## src/rtl/hsc_pkg.sv

```systemverilog
// hsc_pkg: shared widths, register indexes and the cell status struct
// for the horspool substring counter; no dependencies
`default_nettype none

package hsc_pkg;

    localparam int TEXT_W      = 8;
    localparam int COUNT_W     = 32;
    localparam int LEN_W       = 6;
    localparam int CFG_IDX_W   = 3;
    localparam int CFG_DATA_W  = 64;
    localparam int PAT_WORDS   = 4;
    localparam int WORD_BYTES  = CFG_DATA_W / TEXT_W;

    localparam logic [COUNT_W-1:0] COUNT_MAX = {COUNT_W{1'b1}};

    // configuration register map
    typedef enum logic [CFG_IDX_W-1:0] {
        REG_PATTERN_LENGTH = 3'd0,
        REG_PATTERN_0_7    = 3'd1,
        REG_PATTERN_8_15   = 3'd2,
        REG_PATTERN_16_23  = 3'd3,
        REG_PATTERN_24_31  = 3'd4
    } hsc_reg_t;

    // per-cell status handed to the top level
    typedef struct packed {
        logic eq;           // incoming byte equals this cell's pattern byte
        logic prefix_next;  // pattern prefix ending at this cell matches, this beat
        logic prefix;       // registered prefix flag from the previous beat
    } hsc_cell_out_t;

endpackage

`default_nettype wire

```

## src/rtl/hsc_if.sv

```systemverilog
// hsc_if: valid/ready channel interfaces for text bytes, counts and config
// depends on hsc_pkg
`default_nettype none

interface hsc_byte_if import hsc_pkg::*; ();
    logic              valid;
    logic              ready;
    logic [TEXT_W-1:0] text_byte;
    logic              last_byte;

    modport source (output valid, text_byte, last_byte, input ready);
    modport sink   (input valid, text_byte, last_byte, output ready);
endinterface

interface hsc_count_if import hsc_pkg::*; ();
    logic               valid;
    logic               ready;
    logic [COUNT_W-1:0] match_count;

    modport source (output valid, match_count, input ready);
    modport sink   (input valid, match_count, output ready);
endinterface

interface hsc_cfg_if import hsc_pkg::*; ();
    logic                  valid;
    logic                  ready;
    logic [CFG_IDX_W-1:0]  index;
    logic [CFG_DATA_W-1:0] data;

    modport source (output valid, index, data, input ready);
    modport sink   (input valid, index, data, output ready);
endinterface

`default_nettype wire

```

## src/rtl/hsc_cell.sv

```systemverilog
// hsc_cell: one pattern position; holds its pattern byte and prefix-match flag
// depends on hsc_pkg
`default_nettype none

module hsc_cell
    import hsc_pkg::*;
(
    input  wire logic              clk,
    input  wire logic              rst_n,
    input  wire logic              advance,
    input  wire logic              start,
    input  wire logic [TEXT_W-1:0] text_byte,
    input  wire logic [TEXT_W-1:0] cfg_byte,
    input  wire logic              prefix_in,
    output hsc_cell_out_t          status
);

    logic [TEXT_W-1:0] pat_reg;
    logic [TEXT_W-1:0] pat_next;
    logic              prefix_reg;
    logic              prefix_next;
    logic              eq;

    // pattern byte is sampled on the first beat of a text
    assign pat_next    = start ? cfg_byte : pat_reg;
    assign eq          = (text_byte == pat_next);
    assign prefix_next = prefix_in & eq;

    assign status.eq          = eq;
    assign status.prefix_next = prefix_next;
    assign status.prefix      = prefix_reg;

    always_ff @(posedge clk or negedge rst_n)
    begin
        if (!rst_n)
        begin
            prefix_reg <= 1'b0;
        end
        else if (advance)
        begin
            prefix_reg <= prefix_next;
        end
    end

    always_ff @(posedge clk)
    begin
        if (advance)
        begin
            pat_reg <= pat_next;
        end
    end

endmodule

`default_nettype wire

```

## src/rtl/horspool_substring_counter_core.sv

```systemverilog
// horspool_substring_counter_core: counts pattern occurrences in a byte stream
// depends on hsc_pkg, hsc_if and hsc_cell
`default_nettype none

// usage
//   cfg      : register writes (index, data); always ready. index 0 is the
//              pattern length (clamped to PATTERN_MAX), 1..4 hold pattern
//              bytes 0..31, byte 0 in the low bits. unknown indexes are
//              ignored. pattern and length are sampled on the first beat of
//              each text, so writes during a text apply to the next one
//   text_in  : one text byte per beat, last_byte marks the end of a text
//   count_out: one beat per text carrying the saturating match count,
//              overlapping matches included
// latency and throughput
//   one text byte per cycle unless text_in stalls; the count appears the
//   cycle after the last beat. the rate is set by the cell row: every cell
//   compares the new byte with its pattern byte in the same cycle, and the
//   skip counter and the bad-character shift lookup close in that cycle too
// reset
//   clears config, length, count, skip and valid state; the next beat starts a text
// stall
//   a finished count sits in the output register; text beats keep flowing
//   until a count waits and the receiver holds ready low, then text_in
//   stalls until it is taken

module horspool_substring_counter_core
    import hsc_pkg::*;
#(
    parameter int PATTERN_MAX = 32
)
(
    input  wire logic clk,
    input  wire logic rst_n,
    hsc_byte_if.sink    text_in,
    hsc_count_if.source count_out,
    hsc_cfg_if.sink     cfg
);

    localparam int MW = $clog2(PATTERN_MAX + 1);

    // configuration registers
    logic [LEN_W-1:0]      len_reg;
    logic [LEN_W-1:0]      len_next;
    logic [CFG_DATA_W-1:0] pat_word_reg  [PAT_WORDS];
    logic [CFG_DATA_W-1:0] pat_word_next [PAT_WORDS];

    // text state
    logic                  first_reg;
    logic                  first_next;
    logic [MW-1:0]         m_reg;
    logic [MW-1:0]         m_next;
    logic [MW-1:0]         skip_reg;
    logic [MW-1:0]         skip_next;
    logic [COUNT_W-1:0]    count_reg;
    logic [COUNT_W-1:0]    count_next;

    // output register
    logic                  out_valid_reg;
    logic                  out_valid_next;
    logic [COUNT_W-1:0]    result_reg;
    logic [COUNT_W-1:0]    result_next;

    logic                  accept;
    logic [MW-1:0]         m_cfg;
    logic [MW-1:0]         m_cur;
    logic [MW-1:0]         skip_cur;
    logic [MW-1:0]         shift_dec;
    logic [MW-1:0]         best_k;
    logic                  found;
    logic                  full;
    logic [COUNT_W-1:0]    count_upd;

    logic [PATTERN_MAX-1:0] prefix_in;
    logic [PATTERN_MAX-1:0] prefix_now;
    logic [PATTERN_MAX-1:0] is_last;
    logic [PATTERN_MAX-1:0] shift_hit;
    hsc_cell_out_t          cell_out [PATTERN_MAX];

    assign accept          = text_in.valid & text_in.ready;
    assign text_in.ready   = ~out_valid_reg | count_out.ready;
    assign count_out.valid = out_valid_reg;
    assign count_out.match_count = result_reg;
    assign cfg.ready       = 1'b1;

    // effective length: registers on the first beat, sampled copy after
    assign m_cfg = (len_reg > LEN_W'(PATTERN_MAX)) ? MW'(PATTERN_MAX) : len_reg[MW-1:0];
    assign m_cur = first_reg ? m_cfg : m_reg;

    // skip counter starts at m-1 at the head of a text
    assign skip_cur = first_reg ? ((m_cur != '0) ? m_cur - MW'(1) : '0) : skip_reg;

    // row of cells: cell k tracks "last k+1 bytes equal pattern[0..k]"
    for (genvar k = 0; k < PATTERN_MAX; k++)
    begin : g_cell
        if (k == 0)
        begin : g_head
            assign prefix_in[k] = 1'b1;
        end
        else
        begin : g_body
            // prefix chain restarts with each text
            assign prefix_in[k] = cell_out[k-1].prefix & ~first_reg;
        end

        hsc_cell u_cell (
            .clk       (clk),
            .rst_n     (rst_n),
            .advance   (accept),
            .start     (first_reg),
            .text_byte (text_in.text_byte),
            .cfg_byte  (pat_word_reg[k / WORD_BYTES][(k % WORD_BYTES) * TEXT_W +: TEXT_W]),
            .prefix_in (prefix_in[k]),
            .status    (cell_out[k])
        );

        assign prefix_now[k] = cell_out[k].prefix_next;
        assign is_last[k]    = (m_cur == MW'(k + 1));
        // bad-character table: positions 0..m-2 take part
        assign shift_hit[k]  = cell_out[k].eq & (MW'(k + 1) < m_cur);
    end

    // full pattern match ends at the newest byte
    assign full = |(prefix_now & is_last);

    // rightmost occurrence of the new byte among pattern positions 0..m-2
    always_comb
    begin
        found  = 1'b0;
        best_k = '0;
        for (int k = 0; k < PATTERN_MAX; k++)
        begin
            if (shift_hit[k])
            begin
                found  = 1'b1;
                best_k = MW'(k);
            end
        end
    end

    // shift minus one: m-2-k on a hit, m-1 otherwise
    assign shift_dec = found ? (m_cur - best_k - MW'(2)) : (m_cur - MW'(1));

    // configuration writes
    always_comb
    begin
        len_next      = len_reg;
        pat_word_next = pat_word_reg;
        if (cfg.valid & cfg.ready)
        begin
            case (cfg.index)
                REG_PATTERN_LENGTH: len_next         = cfg.data[LEN_W-1:0];
                REG_PATTERN_0_7:    pat_word_next[0] = cfg.data;
                REG_PATTERN_8_15:   pat_word_next[1] = cfg.data;
                REG_PATTERN_16_23:  pat_word_next[2] = cfg.data;
                REG_PATTERN_24_31:  pat_word_next[3] = cfg.data;
                default:            len_next         = len_reg;
            endcase
        end
    end

    // text state update
    always_comb
    begin
        first_next  = first_reg;
        m_next      = m_reg;
        skip_next   = skip_reg;
        count_next  = count_reg;
        count_upd   = count_reg;
        result_next = result_reg;

        if (m_cur != '0 && skip_cur == '0 && full && count_reg != COUNT_MAX)
        begin
            count_upd = count_reg + COUNT_W'(1);
        end

        if (accept)
        begin
            m_next     = m_cur;
            first_next = text_in.last_byte;
            if (m_cur == '0)
            begin
                skip_next = skip_cur;
            end
            else if (skip_cur == '0)
            begin
                skip_next = full ? '0 : shift_dec;
            end
            else
            begin
                skip_next = skip_cur - MW'(1);
            end

            if (text_in.last_byte)
            begin
                result_next = count_upd;
                count_next  = '0;
                skip_next   = '0;
            end
            else
            begin
                count_next = count_upd;
            end
        end
    end

    // output register handshake
    always_comb
    begin
        out_valid_next = out_valid_reg;
        if (count_out.ready)
        begin
            out_valid_next = 1'b0;
        end
        if (accept & text_in.last_byte)
        begin
            out_valid_next = 1'b1;
        end
    end

    always_ff @(posedge clk or negedge rst_n)
    begin
        if (!rst_n)
        begin
            len_reg       <= '0;
            for (int w = 0; w < PAT_WORDS; w++)
            begin
                pat_word_reg[w] <= '0;
            end
            first_reg     <= 1'b1;
            m_reg         <= '0;
            skip_reg      <= '0;
            count_reg     <= '0;
            out_valid_reg <= 1'b0;
        end
        else
        begin
            len_reg       <= len_next;
            pat_word_reg  <= pat_word_next;
            first_reg     <= first_next;
            m_reg         <= m_next;
            skip_reg      <= skip_next;
            count_reg     <= count_next;
            out_valid_reg <= out_valid_next;
        end
    end

    always_ff @(posedge clk)
    begin
        result_reg <= result_next;
    end

endmodule

`default_nettype wire

```

## src/flat_wrapper.sv

```systemverilog
// flat-port wrapper written by rule: the top's interface ports become plain ports
module horspool_substring_counter_core_flat import hsc_pkg::*;
#(
    parameter int PATTERN_MAX = 32
)
  (clk, rst_n, text_in_valid, text_in_text_byte, text_in_last_byte, text_in_ready, count_out_valid, count_out_match_count, count_out_ready, cfg_valid, cfg_index, cfg_data, cfg_ready);
  hsc_byte_if text_in_i ();
  hsc_count_if count_out_i ();
  hsc_cfg_if cfg_i ();
  input  wire logic clk;
  input  wire logic rst_n;
  input wire logic [$bits(text_in_i.valid)-1:0] text_in_valid;
  input wire logic [$bits(text_in_i.text_byte)-1:0] text_in_text_byte;
  input wire logic [$bits(text_in_i.last_byte)-1:0] text_in_last_byte;
  output wire logic [$bits(text_in_i.ready)-1:0] text_in_ready;
  output wire logic [$bits(count_out_i.valid)-1:0] count_out_valid;
  output wire logic [$bits(count_out_i.match_count)-1:0] count_out_match_count;
  input wire logic [$bits(count_out_i.ready)-1:0] count_out_ready;
  input wire logic [$bits(cfg_i.valid)-1:0] cfg_valid;
  input wire logic [$bits(cfg_i.index)-1:0] cfg_index;
  input wire logic [$bits(cfg_i.data)-1:0] cfg_data;
  output wire logic [$bits(cfg_i.ready)-1:0] cfg_ready;
  assign text_in_i.valid = text_in_valid;
  assign text_in_i.text_byte = text_in_text_byte;
  assign text_in_i.last_byte = text_in_last_byte;
  assign text_in_ready = text_in_i.ready;
  assign count_out_valid = count_out_i.valid;
  assign count_out_match_count = count_out_i.match_count;
  assign count_out_i.ready = count_out_ready;
  assign cfg_i.valid = cfg_valid;
  assign cfg_i.index = cfg_index;
  assign cfg_i.data = cfg_data;
  assign cfg_ready = cfg_i.ready;
  horspool_substring_counter_core #(.PATTERN_MAX(PATTERN_MAX)) u_core (.clk(clk), .rst_n(rst_n), .text_in(text_in_i), .count_out(count_out_i), .cfg(cfg_i));
endmodule
```

## config.mk

```make
export PLATFORM = sky130hd
export DESIGN_NAME = horspool_substring_counter_core_flat
export DESIGN_NICKNAME = d
export VERILOG_FILES = /design/src/rtl/hsc_pkg.sv /design/src/rtl/hsc_if.sv /design/src/rtl/hsc_cell.sv /design/src/rtl/horspool_substring_counter_core.sv /design/src/flat_wrapper.sv
export SDC_FILE = /design/constraint.sdc
export NUM_CORES = 1
export LEC_CHECK = 0
export BUFFER_PORTS_ARGS = -buffer_cell sky130_fd_sc_hd__buf_2
export CAP_MARGIN = 40
export CORE_MARGIN = 2
export CORE_UTILIZATION = 30
export DETAILED_ROUTE_END_ITERATION = 7
export SKIP_LAST_GASP = 1
export SYNTH_ARGS = -nofsm -noshare
export SYNTH_HDL_FRONTEND = slang
export SYNTH_SLANG_ARGS = --single-unit
```

## constraint.sdc

```tcl
create_clock -name clk -period 11.5 [get_ports clk]
set_input_delay 2.3 -clock clk [delete_from_list [all_inputs] [get_ports clk]]
set_output_delay 2.3 -clock clk [all_outputs]
set_load 0.02 [all_outputs]
```

==> results of run 1 <==
layout make-up:
| cell class | instances | area, µm² |
|---|---|---|
| clock inverter | 29 | 463 |
| timing repair buffer | 152 | 961 |
| sequential | 627 | 17100 |
| fill | 9871 | 66200 |
| antenna | 1 | 2.50 |
| multi-input combinational | 1482 | 12700 |
| clock buffer | 101 | 2050 |
| inverter | 54 | 210 |
| tap | 1368 | 1710 |
layer usage:
metal / wire, µm / global-route usage [%] / vias up
met1: 38500 / 22.2 / 9848
met2: 37300 / 24.4 / 491
met5: 84 / 0 / -
met3: 4140 / 2.72 / 138
li1: - / - / 8603
met4: 1890 / 4.31 / 12
Yosys cell counts, types with 11 or more instances:
| library cell | instances | area share [%] |
|---|---|---|
| nand4_1 | 25 | 0.51 |
| buf_2 | 12 | 0.20 |
| buf_4 | 20 | 0.49 |
| nand3_1 | 49 | 0.80 |
| inv_1 | 52 | 0.64 |
| dfrtp_1 | 338 | 28 |
| xor2_1 | 265 | 7.6 |
| buf_1 | 19 | 0.23 |
| nor3_1 | 23 | 0.38 |
| a21o_1 | 14 | 0.34 |
| edfxtp_1 | 288 | 28 |
| nor4_1 | 57 | 1.2 |
| nand2_1 | 115 | 1.4 |
| o21ai_0 | 48 | 0.78 |
| a21oi_1 | 33 | 0.54 |
| and3_1 | 16 | 0.33 |
| xnor2_1 | 31 | 0.89 |
| clkbuf_1 | 59 | 0.72 |
| o31ai_1 | 20 | 0.49 |
| mux2_2 | 505 | 19 |
| nor4_2 | 12 | 0.49 |
| o211ai_1 | 11 | 0.27 |
| nor2_1 | 51 | 0.63 |
| ha_1 | 16 | 0.65 |
| buf_6 | 11 | 0.40 |
layout by cell type, fill, tap and decap left out, types with 11 or more instances in the layout:
master / n
a21o_1: 14
a21oi_1: 33
and3_1: 16
buf_2: 114
buf_4: 26
clkbuf_1: 14
clkbuf_16: 71
clkbuf_8: 16
dfrtp_1: 338
edfxtp_1: 288
ha_1: 16
inv_1: 51
mux2_2: 505
nand2_1: 114
nand3_1: 48
nand4_1: 25
nor2_1: 50
nor3_1: 22
nor4_1: 57
nor4_2: 12
o211ai_1: 11
o21ai_0: 48
o31ai_1: 20
xnor2_1: 31
xor2_1: 265
report_power, final:
group	total (mW)	switching [mW]	internal [mW]	leakage, nW
Sequential	2.94	0.170	2.77	7.00
Clock	2.42	0.980	1.44	1.21
Combinational	1.40	0.787	0.616	5.49
cell families (layout without fill, tap and decap cells):
kind of cell / after synthesis / count (layout) / synth area share, %
compound gates: 234 / 234 / 5.49
mux: 521 / 521 / 19.2
fa+ha+maj: 17 / 17 / 0.719
flops: 627 / 627 / 55.9
buf+inv: 180 / 336 / 2.79
xor+xnor: 296 / 296 / 8.47
simple gates: 413 / 413 / 7.33
other cells: 1 / 2 / 0.0122
worst paths after layout:
| check | start | end | slack, ns | depth (start not counted) |
|---|---|---|---|---|
| setup / recovery | u_core.first_reg | u_core.count_reg[8] | 4.55 | 16 |
| hold / removal | u_core.g_cell[18].u_cell.prefix_reg | u_core.g_cell[18].u_cell.prefix_reg | 0.48 | 2 |
| setup reg to reg | u_core.first_reg | u_core.count_reg[8] | 4.55 | 16 |
| hold reg to reg | u_core.g_cell[18].u_cell.prefix_reg | u_core.g_cell[18].u_cell.prefix_reg | 0.48 | 2 |
| max in group asynchronous | rst_n | u_core.g_cell[10].u_cell.prefix_reg | 8.01 | 4 |
| min in group asynchronous | rst_n | u_core.count_reg[15] | 1.66 | 1 |
metrics by stage:
| step | utilization, % | setup WS [ns] | total power [mW] |
|---|---|---|---|
| 2_1_floorplan | - | 0.776 | 3.97 |
| 3_3_place_gp | 32.1 | 4.00 | 4.34 |
| 3_5_place_dp | 32.2 | 3.98 | 4.37 |
| 4_1_cts | 34.7 | 4.50 | 6.82 |
| 5_1_grt | 34.7 | 4.02 | 7.08 |
| 6_report | 34.7 | 4.55 | 6.76 |
worst register-to-register path, cell delays in order, from the launching register on:
cell and delay, ns:
dfstp_4 0.99, buf_12 0.55, nor2b_1 0.14, a21oi_2 0.28, ha_1 0.62, inv_1 0.29
nor3_1 0.59, and2_1 0.56, o31a_1 0.27, ha_1 0.22, nand2_1 0.08, or3_4 0.44
nor2_8 0.18, nand3_2 0.42, or2_1 0.55, or4_1 0.52, o311ai_0 0.12
==> reports/metrics.yaml, run 1 <==
crit_buf_inv: 2
clock_path_buffers: 3
gp_congestion: 0.961
first_pass_iters: 7
grt_pass1_vias: 19300
grt_pass1_wl_um: 125000
syn_inst: 2289
clk_latency_ns: 0.65
rsz0062_at_grt: "no"
clkTransAtPathRegs_ns: 0.06
grt_max_degree: 150
wl_per_cell_um: 21.5
ys_seq_area_share_pct: 55.9
clock_skew_ns: 0.0729
dpl.cell_count: 3683
finalSetupViolCount: 0
syn_area_mm2: 0.0306
syn2layout_area_growth_pct: 15.0
cp_common_cell: "ha_1"
power_density_mw_per_mm2: 192
synth_nets: 2387
finalSetupTns_ns: 0
cap_violations: 0
num_vias: 19100
startpoint_type: "flop"
tightestPinTransition_ns: 1.02
required_ns: 11.99
path_cells: "buf_12, nor2b_1, a21oi_2, ha_1, inv_1, nor3_1, and2_1, o31a_1, ha_1, nand2_1, or3_4, nor2_8, nand3_2, or2_1, or4_1, o311ai_0"
worstHoldPathType: "reg2reg"
dominantRegCellSynth: "dfrtp_1"
cp_slowest_stage_delay_ns: 0.99
ys_seq_elements: 627
post-route-min-period_ns: 6.95
ioPinCount: 116
nNetsFinal: 2485
h-tree-depth: 3
syn_avg_cell_area_um2: 13.4
outcome: "finished, final reports clean"
yosys_warnings: 0
layout.cells.non_filler: 3814
worstSetupPathType: "reg2reg"
cts_hold_buffers: 0
drc: 0
coreArea_mm2: 0.101
initial_core_util_pct: 30.2
antenna_left: 0
finalHoldViolations: 0
cp_top_family: "simple AND/OR/NAND/NOR gates"
overflow: 0
synth-edff-count: 288
postCtsResizedCells: 0
path_max_fanout: 136
drt_iter0_drc: 1374
whs_ns: 0.482
worstPathArrival_ns: 7.44
die_area_mm2: 0.105
die_y_um: 323
die_x_um: 323
drv_slew: 0
cts_inserted_buffers: 70
cts_root_buffer: "clkbuf_16"
design_area_mm2: 0.0352
end_kind: "flop"
fin_crit_sh_pct: 60.4
max_clock_freq_mhz: 144
yosysUniqueCellTypes: 88
fp-row-count: 117
hpwl_um: 53300
antenna_found_initial: 16
track_usage_pct: 15.6
cts_tree: "built"
via_per_inst: 5.01
drive_gt1_share_pct: 33.6
placedInstanceArea_mm2: 0.0327
numClockSinks: 627
postSynth.asyncResetShare_pct: 54.1
wl_um: 82000
irDropWorstVdd_mv: 0.103
post-cts-setup-buffers: 0
relSlewSlack_pct: 31.9
port_buffers: 114
p_leak_nw: 13.7
slowest_stage: "dfstp_4"
(Power assumes the default switching activity.)
==> inputs of run 2 (changes only) <==
==> constraint.sdc (replaced) <==
create_clock -name clk -period 6.5 [get_ports clk]
set_input_delay 1.3 -clock clk [delete_from_list [all_inputs] [get_ports clk]]
set_output_delay 1.3 -clock clk [all_outputs]
set_load 0.02 [all_outputs]
==> run 2 against run 1 <==
Effect of this change:
- non-clock buffer count up 93
- wire length up 3.5%
- critical path depth up 9
- die area unchanged
- clock skew down 0.023 ns
- power up 77%
- combinational power up 89%
- sequential cell count unchanged
- cell area up 2.1%
- global-route usage up 0.57 points
- worst hold slack better by 0.0017 ns
- setup slack worse by 4.2 ns
==> reports/metrics.yaml, run 2 (synthesized netlist as in run 1, its figures left out) <==
track_usage_pct: 16.2  # was 15.6%
cts_tree: "built"  # unchanged
n_fill_cell: 9853  # was 9871
tightestPinTransition_ns: 0.873  # was 1.02 ns
hpwl_um: 58900  # was 53300 µm
clock_path_buffers: 3  # unchanged
worstSetupPathType: "reg2reg"  # unchanged
drc: 0  # unchanged
cts_inserted_buffers: 70  # unchanged
gp_congestion: 0.978  # was 0.961
drive_gt1_share_pct: 35.9  # was 33.6%
finalSetupTns_ns: 0  # unchanged
hold_depth: 2  # unchanged
reg2reg_from: "u_core.first_reg"  # unchanged
num_vias: 19400  # was 19100
ioPinCount: 116  # unchanged
clkTransAtPathRegs_ns: 0.06  # about the same
p_leak_nw: 14.1  # was 13.7 nW
irDropWorstVdd_mv: 0.188  # was 0.103 mV
clock_skew_ns: 0.0503  # was 0.0729 ns
required_ns: 7.01  # was 11.99 ns
max_clock_freq_mhz: 162  # was 144 MHz
wl_per_cell_um: 21.7  # was 21.5 µm
port_buffers: 114  # unchanged
coreArea_mm2: 0.101  # unchanged
cap_violations: 0  # unchanged
final_common_cell: "mux2_2"  # unchanged
ff2ff_path_depth: 25  # was 16
nNetsFinal: 2578  # was 2485
worstPathArrival_ns: 6.69  # was 7.44 ns
antenna_found_initial: 15  # was 16
fp-row-count: 117  # unchanged
fin_crit_sh_pct: 95.0  # was 60.4%
antenna_left: 0  # unchanged
cp_common_cell: "inv_1"  # was ha_1
cts_root_buffer: "clkbuf_16"  # unchanged
min_from: "u_core.g_cell[0].u_cell.prefix_reg"  # was u_core.g_cell[18].u_cell.prefix_reg
drv_slew: 0  # unchanged
via_per_inst: 4.96  # was 5.01
power_density_mw_per_mm2: 333  # was 192 mW/mm²
final_cell_mix: "505 x mux2_2, 338 x dfrtp_1, 288 x edfxtp_1"  # unchanged
syn2layout_area_growth_pct: 17.4  # was 15.0%
finalHoldViolations: 0  # unchanged
end_kind: "flop"  # unchanged
slowest_stage: "dfstp_4"  # unchanged
initial_core_util_pct: 30.2  # unchanged
wl_um: 84900  # was 82000 µm
clk_latency_ns: 0.64  # was 0.65 ns
worstHoldPathType: "reg2reg"  # unchanged
finalSetupViolCount: 0  # unchanged
die_x_um: 323  # unchanged
h-tree-depth: 3  # unchanged
first_pass_iters: 7  # unchanged
cp_slowest_stage_delay_ns: 0.94  # was 0.99 ns
overflow: 0  # unchanged
outcome: "finished, final reports clean"  # unchanged
relSlewSlack_pct: 41.2  # was 31.9%
drt_iter0_drc: 1374  # unchanged
holdPathEnd: "u_core.g_cell[0].u_cell.prefix_reg"  # was u_core.g_cell[18].u_cell.prefix_reg
die_area_mm2: 0.105  # unchanged
r2r_setup_slack_ns: 0.32  # was 4.55 ns
path_max_fanout: 34  # was 136
whs_ns: 0.483  # was 0.482 ns
grt_max_degree: 120  # was 150
die_y_um: 323  # unchanged
numClockSinks: 627  # unchanged
rsz0062_at_grt: "no"  # unchanged
post-route-min-period_ns: 6.18  # was 6.95 ns
reg2reg_to: "u_core.skip_reg[5]"  # was u_core.count_reg[8]
grt_pass1_vias: 19900  # was 19300
grt_pass1_wl_um: 129000  # was 125000 µm
startpoint_type: "flop"  # unchanged
cts_hold_buffers: 0  # unchanged
[run 2: changes by cell type in the layout (fill, tap and decap cells not counted), sizes merged, moves of 2 or more]
cell,previous run,this run
clkdlybuf4s18,3,0
clkbuf,101,90
clkinv,11,22
diode,1,5
bufinv,8,6
buf,148,245
[run 2: critical path: cells and delay by family, from the launching register on]
kind            cells  cell delay (ns)
buf+inv             5             0.73
fa+ha+maj           3             0.74
compound gates      9             1.98
flops               1             0.94
mux                 2             0.54
simple gates        3             0.67
xor+xnor            3             0.40
[run 2: area by class of cell]
cell class              count  area, µm²  area share [%]
diodes                      5       12.5          0.0348
clock buffers              90       1930            5.36
clock inverters            38        473            1.32
inverters                  54        210           0.585
multi-input cells        1482      12700            35.3
flip-flops and latches    627      17100            47.7
well taps                1368       1710            4.76
repair buffers            245       1790            4.98
[run 2: through the flow]
| stage | cell area [µm²] | instances | setup WS (ns) | total power [mW] | utilization, % |
|---|---|---|---|---|---|
| 4_1_cts | 35900 | 3904 | 0.377 | 12.1 | 35.4 |
| 2_1_floorplan | 30600 | 2289 | 0.761 | 7.01 | - |
| 3_5_place_dp | 33500 | 3776 | 0.326 | 7.93 | 33.0 |
| 5_1_grt | 35900 | 3906 | 0.00975 | 12.5 | 35.4 |
| 6_report | 35900 | 3909 | 0.324 | 12.0 | 35.4 |
| 3_3_place_gp | 33400 | 3771 | 0.451 | 7.88 | 32.9 |
[run 2: worst max path at each step]
stage                               startpoint                                 end  slack, ns  cells after the start
after global placement        u_core.first_reg                  u_core.skip_reg[5]       0.45                     25
after floorplan                count_out_ready  u_core.g_cell[0].u_cell.pat_reg[0]       0.76                      4
after detailed placement  text_in_text_byte[3]                  u_core.skip_reg[5]       0.33                     22
after global routing          u_core.first_reg                  u_core.skip_reg[5]       0.01                     25
final                         u_core.first_reg                  u_core.skip_reg[5]       0.32                     25
after CTS                     u_core.first_reg                  u_core.skip_reg[5]       0.38                     25
[run 2: what timing repair did]
action,CTS,global route
setup endpoints to repair,0,2
gates resized for setup,0,1
setup buffers,0,0
[run 2: metal layers]
| metal | part of all wire [%] | vias up | track usage, % |
|---|---|---|---|
| li1 | - | 8811 | - |
| met1 | 47 | 9982 | 22.7 |
| met2 | 46 | 449 | 25.6 |
| met3 | 5.0 | 139 | 3.08 |
| met4 | 2.3 | 10 | 4.27 |
| met5 | 0.070 | - | 0 |
[run 2: power by group]
group | internal, mW | switching, mW
Combinational | 1.21 | 1.44
Clock | 2.38 | 1.75
Sequential | 4.89 | 0.315
Total | 8.48 | 3.50
